===== config.mk =====
export PLATFORM = sky130hd
export DESIGN_NAME = lfsr_combiner_byte_stream_cipher_flat
export DESIGN_NICKNAME = d
export VERILOG_FILES = /design/src/design/lcbsc_pkg.sv /design/src/design/lcbsc_if.sv /design/src/design/lcbsc_keygen.sv /design/src/design/lfsr_combiner_byte_stream_cipher.sv /design/src/flat_wrapper.sv
export SDC_FILE = /design/constraint.sdc
export NUM_CORES = 1
export LEC_CHECK = 0
export BUFFER_PORTS_ARGS = -buffer_cell sky130_fd_sc_hd__buf_4
export CELL_PAD_IN_SITES_DETAIL_PLACEMENT = 2
export CELL_PAD_IN_SITES_GLOBAL_PLACEMENT = 2
export CORE_AREA = 2 2 86 88
export CTS_CLUSTER_DIAMETER = 120
export DETAILED_ROUTE_END_ITERATION = 8
export DIE_AREA = 0 0 88 90
export PLACE_DENSITY = 0.83
export RECOVER_POWER = 25
export SLEW_MARGIN = 20
export SYNTH_ARGS = -nofsm -noshare
export SYNTH_HDL_FRONTEND = slang
export SYNTH_SLANG_ARGS = --single-unit
export TNS_END_PERCENT = 20

===== constraint.sdc =====
create_clock -name clk -period 5.9 [get_ports clk]
set_input_delay 0.885 -clock clk [delete_from_list [all_inputs] [get_ports clk]]
set_output_delay 0.885 -clock clk [all_outputs]
set_load 0.005 [all_outputs]

===== src/design/lcbsc_pkg.sv =====
`timescale 1ns / 1ps
// ----------------------------------------------------------------------------
// lcbsc_pkg: shared types and constants for the LFSR combiner byte cipher
// Generator state type, register indexes, reset seeds, LFSR step function.
// ----------------------------------------------------------------------------
package lcbsc_pkg;

    localparam int GEN_W         = 5;
    localparam int BYTE_W        = 8;
    localparam int CFG_IDX_W     = 2;
    localparam int CFG_DATA_W    = GEN_W;

    localparam logic [GEN_W-1:0] SEED_FIRST_RST  = 5'd19;
    localparam logic [GEN_W-1:0] SEED_SECOND_RST = 5'd20;
    localparam logic [GEN_W-1:0] SEED_THIRD_RST  = 5'd10;

    // configuration register indexes
    localparam logic [CFG_IDX_W-1:0] REG_SEED_FIRST    = 2'd0;
    localparam logic [CFG_IDX_W-1:0] REG_SEED_SECOND   = 2'd1;
    localparam logic [CFG_IDX_W-1:0] REG_SEED_THIRD    = 2'd2;
    localparam logic [CFG_IDX_W-1:0] REG_COMBINER_MODE = 2'd3;

    // combiner mode codes
    localparam logic MODE_GEFFE = 1'b0;
    localparam logic MODE_JK    = 1'b1;

    typedef struct packed {
        logic [GEN_W-1:0] first;
        logic [GEN_W-1:0] second;
        logic [GEN_W-1:0] third;
        logic             jk;
    } gen_state_t;

    // one step of x[n] = x[n-5] ^ x[n-2]: drop bit 0, feed bit0^bit3 into bit 4
    function automatic logic [GEN_W-1:0] lfsr_advance(input logic [GEN_W-1:0] g);
        return {g[0] ^ g[3], g[GEN_W-1:1]};
    endfunction

endpackage


===== src/design/lcbsc_if.sv =====
`timescale 1ns / 1ps
// ----------------------------------------------------------------------------
// lcbsc_if: channel interfaces for the LFSR combiner byte cipher
// Input byte channel, output byte channel and configuration write channel.
// ----------------------------------------------------------------------------
interface lcbsc_in_if;
    logic                          valid;
    logic                          ready;
    logic [lcbsc_pkg::BYTE_W-1:0]  data_byte;
    logic                          restart;

    modport source (output valid, output data_byte, output restart, input ready);
    modport sink   (input valid, input data_byte, input restart, output ready);
endinterface

interface lcbsc_out_if;
    logic                          valid;
    logic                          ready;
    logic [lcbsc_pkg::BYTE_W-1:0]  out_byte;

    modport source (output valid, output out_byte, input ready);
    modport sink   (input valid, input out_byte, output ready);
endinterface

interface lcbsc_cfg_if;
    logic                             valid;
    logic                             ready;
    logic [lcbsc_pkg::CFG_IDX_W-1:0]  wr_index;
    logic [lcbsc_pkg::CFG_DATA_W-1:0] wr_data;

    modport source (output valid, output wr_index, output wr_data, input ready);
    modport sink   (input valid, input wr_index, input wr_data, output ready);
endinterface


===== src/design/lcbsc_keygen.sv =====
`timescale 1ns / 1ps
// ----------------------------------------------------------------------------
// lcbsc_keygen: eight-bit keystream from three LFSRs
// Unrolled eight generator steps; Geffe or JK combiner; first bit is the MSB.
// ----------------------------------------------------------------------------
module lcbsc_keygen
(
    input  lcbsc_pkg::gen_state_t          cur_state,
    input  logic                           mode,
    output logic [lcbsc_pkg::BYTE_W-1:0]   key,
    output lcbsc_pkg::gen_state_t          next_state
);
    import lcbsc_pkg::*;

    always_comb
    begin
        gen_state_t st;
        logic       a;
        logic       b;
        logic       c;
        logic       kb;
        st  = cur_state;
        key = '0;
        for (int k = 0; k < BYTE_W; k++)
        begin
            a = st.first[0];
            b = st.second[0];
            c = st.third[0];
            st.first  = lfsr_advance(st.first);
            st.second = lfsr_advance(st.second);
            st.third  = lfsr_advance(st.third);
            if (mode == MODE_JK)
            begin
                // J = c, K = b
                st.jk = (c & ~st.jk) | (~b & st.jk);
                kb    = st.jk;
            end
            else
            begin
                kb = (a & b) ^ (~b & c);
            end
            key = {key[BYTE_W-2:0], kb};
        end
        next_state = st;
    end

endmodule


===== src/design/lfsr_combiner_byte_stream_cipher.sv =====
`timescale 1ns / 1ps
// ----------------------------------------------------------------------------
// lfsr_combiner_byte_stream_cipher: Geffe / JK combiner byte stream cipher
// Three 5-bit LFSRs feed a combiner; each byte is XORed with 8 key bits.
// ----------------------------------------------------------------------------
//  channel   dir   handshake      payload
//  in_ch     in    valid/ready    data_byte[7:0], restart
//  out_ch    out   valid/ready    out_byte[7:0]
//  cfg       in    valid/ready    wr_index[1:0], wr_data[4:0]
//
//  One request per cycle sustained while out_ch is ready; a request passes
//  the input register, then keystream logic into the result register.
//  The eight generator steps are combinational and close on the generator registers.
//  Reset loads the default seeds, Geffe mode, clears jk and both valids.
//  A full result register stalls the input register; input ready drops
//  only when both hold a request.  cfg is always ready.
// ----------------------------------------------------------------------------
module lfsr_combiner_byte_stream_cipher
(
    input  logic              clk,
    input  logic              rst_n,
    lcbsc_in_if.sink          in_ch,
    lcbsc_out_if.source       out_ch,
    lcbsc_cfg_if.sink         cfg
);
    import lcbsc_pkg::*;

    // configuration registers
    logic [GEN_W-1:0]  seed_first_reg;
    logic [GEN_W-1:0]  seed_second_reg;
    logic [GEN_W-1:0]  seed_third_reg;
    logic              mode_reg;

    // input register
    logic              in_valid_reg;
    logic [BYTE_W-1:0] in_byte_reg;
    logic              in_restart_reg;

    // result register
    logic              out_valid_reg;
    logic [BYTE_W-1:0] out_byte_reg;

    // generator state
    gen_state_t        gen_reg;
    gen_state_t        gen_start;
    gen_state_t        gen_next;
    logic [BYTE_W-1:0] key;

    logic              advance;
    logic              in_take;
    logic              cfg_take;

    // move the staged request into the result register when it is free
    assign advance  = in_valid_reg && (!out_valid_reg || out_ch.ready);
    assign in_take  = in_ch.valid && in_ch.ready;
    assign cfg_take = cfg.valid && cfg.ready;

    assign in_ch.ready     = !in_valid_reg || advance;
    assign cfg.ready       = 1'b1;
    assign out_ch.valid    = out_valid_reg;
    assign out_ch.out_byte = out_byte_reg;

    // restart starts this byte from the seeds with jk cleared
    always_comb
    begin
        if (in_restart_reg)
        begin
            gen_start.first  = seed_first_reg;
            gen_start.second = seed_second_reg;
            gen_start.third  = seed_third_reg;
            gen_start.jk     = 1'b0;
        end
        else
        begin
            gen_start = gen_reg;
        end
    end

    lcbsc_keygen u_keygen
    (
        .cur_state  (gen_start),
        .mode       (mode_reg),
        .key        (key),
        .next_state (gen_next)
    );

    // configuration writes
    always_ff @(posedge clk or negedge rst_n)
    begin
        if (!rst_n)
        begin
            seed_first_reg  <= SEED_FIRST_RST;
            seed_second_reg <= SEED_SECOND_RST;
            seed_third_reg  <= SEED_THIRD_RST;
            mode_reg        <= MODE_GEFFE;
        end
        else if (cfg_take)
        begin
            unique case (cfg.wr_index)
                REG_SEED_FIRST:    seed_first_reg  <= cfg.wr_data;
                REG_SEED_SECOND:   seed_second_reg <= cfg.wr_data;
                REG_SEED_THIRD:    seed_third_reg  <= cfg.wr_data;
                REG_COMBINER_MODE: mode_reg        <= cfg.wr_data[0];
                default:           ;
            endcase
        end
    end

    // control and generator state
    always_ff @(posedge clk or negedge rst_n)
    begin
        if (!rst_n)
        begin
            in_valid_reg  <= 1'b0;
            out_valid_reg <= 1'b0;
            gen_reg.first  <= SEED_FIRST_RST;
            gen_reg.second <= SEED_SECOND_RST;
            gen_reg.third  <= SEED_THIRD_RST;
            gen_reg.jk     <= 1'b0;
        end
        else
        begin
            if (in_ch.ready)
                in_valid_reg <= in_ch.valid;
            if (advance)
            begin
                out_valid_reg <= 1'b1;
                gen_reg       <= gen_next;
            end
            else if (out_ch.ready)
            begin
                out_valid_reg <= 1'b0;
            end
        end
    end

    // payload, no reset
    always_ff @(posedge clk)
    begin
        if (in_take)
        begin
            in_byte_reg    <= in_ch.data_byte;
            in_restart_reg <= in_ch.restart;
        end
        if (advance)
            out_byte_reg <= in_byte_reg ^ key;
    end

    // ------------------------------------------------------------------
    // assertions
    // ------------------------------------------------------------------
    a_stage_holds: assert property (@(posedge clk) disable iff (!rst_n)
        in_valid_reg && !advance |=> in_valid_reg)
        else $error("staged request lost while stalled");

    a_advance_fills: assert property (@(posedge clk) disable iff (!rst_n)
        advance |=> out_valid_reg)
        else $error("advanced request did not reach result register");

    a_empty_ready: assert property (@(posedge clk) disable iff (!rst_n)
        !in_valid_reg |-> in_ch.ready)
        else $error("input not ready with empty input register");

    a_gen_quiet: assert property (@(posedge clk) disable iff (!rst_n)
        !advance |=> $stable(gen_reg))
        else $error("generator state moved without a request");

endmodule


===== src/flat_wrapper.sv =====
// flat-port wrapper written by rule: the top's interface ports become plain ports
module lfsr_combiner_byte_stream_cipher_flat import lcbsc_pkg::*;
  (clk, rst_n, in_ch_valid, in_ch_data_byte, in_ch_restart, in_ch_ready, out_ch_valid, out_ch_out_byte, out_ch_ready, cfg_valid, cfg_wr_index, cfg_wr_data, cfg_ready);
  lcbsc_in_if in_ch_i ();
  lcbsc_out_if out_ch_i ();
  lcbsc_cfg_if cfg_i ();
  input  logic clk;
  input  logic rst_n;
  input wire logic [$bits(in_ch_i.valid)-1:0] in_ch_valid;
  input wire logic [$bits(in_ch_i.data_byte)-1:0] in_ch_data_byte;
  input wire logic [$bits(in_ch_i.restart)-1:0] in_ch_restart;
  output wire logic [$bits(in_ch_i.ready)-1:0] in_ch_ready;
  output wire logic [$bits(out_ch_i.valid)-1:0] out_ch_valid;
  output wire logic [$bits(out_ch_i.out_byte)-1:0] out_ch_out_byte;
  input wire logic [$bits(out_ch_i.ready)-1:0] out_ch_ready;
  input wire logic [$bits(cfg_i.valid)-1:0] cfg_valid;
  input wire logic [$bits(cfg_i.wr_index)-1:0] cfg_wr_index;
  input wire logic [$bits(cfg_i.wr_data)-1:0] cfg_wr_data;
  output wire logic [$bits(cfg_i.ready)-1:0] cfg_ready;
  assign in_ch_i.valid = in_ch_valid;
  assign in_ch_i.data_byte = in_ch_data_byte;
  assign in_ch_i.restart = in_ch_restart;
  assign in_ch_ready = in_ch_i.ready;
  assign out_ch_valid = out_ch_i.valid;
  assign out_ch_out_byte = out_ch_i.out_byte;
  assign out_ch_i.ready = out_ch_ready;
  assign cfg_i.valid = cfg_valid;
  assign cfg_i.wr_index = cfg_wr_index;
  assign cfg_i.wr_data = cfg_wr_data;
  assign cfg_ready = cfg_i.ready;
  lfsr_combiner_byte_stream_cipher u_core (.clk(clk), .rst_n(rst_n), .in_ch(in_ch_i), .out_ch(out_ch_i), .cfg(cfg_i));
endmodule

==> results.sh <==
export IMPL_die_width_um=88
export IMPL_synth_area_leaders="edfxtp_1 (18%), dfrtp_1 (18%), dfstp_2 (13%)"
export IMPL_cts_setup_buffers=0
export IMPL_synth_nets=267
export IMPL_fmax_ghz=0.280
export IMPL_use_met1=0.292
export IMPL_syn2layout_area_growth_pct=13.7
export IMPL_pre_cts_slack_ns=2.55
export IMPL_hold_viol=0
export IMPL_violations="capacitance limit, slew limit"
export IMPL_synth_top_cell_by_area="edfxtp_1"
export IMPL_hold_class="reg2reg"
export IMPL_worstPathRequired_ns=5.97
export IMPL_ys_seq_area_frac=0.486
export IMPL_powerDensity_nw_per_um2=499
export IMPL_die_y_um=90
export IMPL_cts_buffer_depth=2
export IMPL_reg2reg_slack_ns=2.32
export IMPL_fp_coreArea_um2=7020
export IMPL_io_buffers=30
export IMPL_ant_nets=0
export IMPL_crit_slowest_cell="dfrtp_1"
export IMPL_grt_pass1_wl_mm=13.1
export IMPL_drtPass1Iterations=4
export IMPL_yosysUniqueCellTypes=48
export IMPL_grt_max_degree=35
export IMPL_htreeDepth=2
export IMPL_ys_ff_latch=51
export IMPL_holdBufCountCts=0
export IMPL_path_clk_slew_ns=0.10
export IMPL_cts_resized=0
export IMPL_critPathBufInv=0
export IMPL_cts_buffers_inserted=5
export IMPL_dp_hpwl_mm=6.03
export IMPL_fp_row_count=31
export IMPL_drive_above_1_share=0.293
export IMPL_drv_slew=35
export IMPL_cpLargestDelayFamily="compound AO/OA/AOI/OAI gates"
export IMPL_use_met3=0.0275
export IMPL_num_vias=2081
export IMPL_tns_ns=0
export IMPL_wl_per_cell_um=21.5
export IMPL_busiest_layer="met2"
export IMPL_die_area_um2=7920
export IMPL_critical_path_class="reg2reg"
export IMPL_post_route_util=0.459
export IMPL_cts_root_buf="clkbuf_8"
export IMPL_antenna_found_initial=0
export IMPL_grt_pass1_vias=2264
export IMPL_setup_slack_ns=2.32
export IMPL_drt_iter0_drc=151
export IMPL_largest_reg_flops=16
export IMPL_routed_wirelength_mm=8.05
export IMPL_tightest_slew_ns=1.88
export IMPL_critical_path_max_fanout=25
export IMPL_syn_mean_instance_area_um2=11.5
export IMPL_vdd_ir_drop_max_uv=194
export IMPL_fin_crit_ns=3.58
export IMPL_fill_cells=719
export IMPL_synth_edf_count=17
export IMPL_yosys_warnings=0
export IMPL_synth_top_area_frac=0.180
export IMPL_initial_core_util=0.404
export IMPL_crit_path_cell_trace="nand3b_1 -> a21oi_1 -> or3_1 -> nand4_1 -> o211ai_1 -> o21a_1 -> mux2_4 -> a221oi_2 -> xnor2_1"
export IMPL_finalClockSkew_ns=0.0204
export IMPL_use_met2=0.371
export IMPL_cts_tree="built"
export IMPL_fin_crit_sh=0.606
export IMPL_synthArstFlopShare=0.667
export IMPL_io_pins=32
export IMPL_synthFlopType="dfrtp_1"
export IMPL_grt_use_total=0.221
export IMPL_vias_per_cell=5.55
export IMPL_end_kind="flop"
export IMPL_place_area_um2=3150
export IMPL_p_leak_nw=1.27
export IMPL_final_nets=296
export IMPL_netlist_area_um2=2840
export IMPL_antenna_cells=0
export IMPL_status="finished with violations"
export IMPL_final_area_um2=3220
export IMPL_grt_overflow=0
export IMPL_cp_start_kind="flop"
export IMPL_rsz0062_at_grt="false"
export IMPL_cts_sinks=51
export IMPL_worstPathArrival_ns=3.65
export IMPL_setup_viol=0
export IMPL_worst_skew_pair_late_latency_ns=0.31
export IMPL_maxCapViolations=1
export IMPL_gp_congestion=0.892
export IMPL_slowest_delay_ns=0.86
export IMPL_synth_cells=246
export IMPL_drc_errors=0
export IMPL_slew_headroom=-0.252
## where the power goes
group	internal [mW]	switching, mW	total, mW
clock network	0.0846	0.112	0.197
registers	0.508	0.101	0.608
logic	0.355	0.448	0.804
## cells in the mapped netlist (4+ instances only)
| cell type | number |
|---|---|
| mux2_2 | 24 |
| xnor2_1 | 25 |
| xor2_1 | 10 |
| clkbuf_1 | 5 |
| dfstp_2 | 14 |
| mux2i_1 | 15 |
| o21ai_0 | 15 |
| nand2_1 | 21 |
| nand3b_1 | 4 |
| a21oi_1 | 5 |
| edfxtp_1 | 17 |
| nor2_1 | 12 |
| nor3_1 | 5 |
| dfrtp_1 | 20 |
## cells by family (layout without fill, tap and decap cells)
group,Yosys count,count (layout),share of synthesized area
DFF,51,51,0.486
other,1,1,0.00132
xor gates and xnor gates,35,35,0.108
buffers and inverters,12,42,0.0207
muxes,44,44,0.178
AOI/OAI and AO/OA,43,43,0.103
and+or+nand+nor,60,60,0.102
## stage by stage
stage	instances	hold slack, ns	power, mW
3_5_place_dp	367	0.488	1.41
4_1_cts	375	0.502	1.62
3_3_place_gp	367	0.467	1.35
5_1_grt	375	0.542	1.72
2_1_floorplan	246	0.449	1.14
6_report	375	0.495	1.61
## tightest hold or removal path, cell delays in order (launching register included)
cell     delay (ns)
dfstp_2        0.38
nand2_1        0.05
o21ai_0        0.07
## cells in the final DEF (no fill, tap or decap), types with 5 or more instances in the layout
master,n
dfrtp_1,20
xnor2_1,25
clkbuf_4,7
nor2_1,12
edfxtp_1,17
o21ai_0,15
a21oi_1,5
dfstp_2,14
nor3_1,5
xor2_1,10
mux2i_1,15
clkbuf_8,5
nand2_1,21
mux2_2,24
buf_4,24
## worst paths after layout
check / cells after the start / start / end
min in group asynchronous: 1 / rst_n / u_core.gen_reg[0]
worst min register to register: 2 / u_core.gen_reg[15] / u_core.gen_reg[15]
worst max-delay path: 9 / u_core.mode_reg / u_core.out_ch.out_byte[2]
max in group asynchronous: 1 / rst_n / u_core.gen_reg[3]
worst min-delay path: 2 / u_core.gen_reg[15] / u_core.gen_reg[15]
worst max register to register: 9 / u_core.mode_reg / u_core.out_ch.out_byte[2]
## area by class of cell
class / count / area (µm²) / share of cell area
multi-input cells: 183 / 1400 / 0.433
flip-flops and latches: 51 / 1380 / 0.428
repair buffers: 32 / 236 / 0.0733
well taps: 99 / 124 / 0.0384
clock buffers: 8 / 80.1 / 0.0248
inverters: 2 / 7.51 / 0.00233
## metal layers
layer	wire, µm	up-vias
li1	-	951
met2	4250	38
met4	151	0
met5	0	-
met1	3410	1078
met3	238	14
Power figures use the tool's default switching activity.
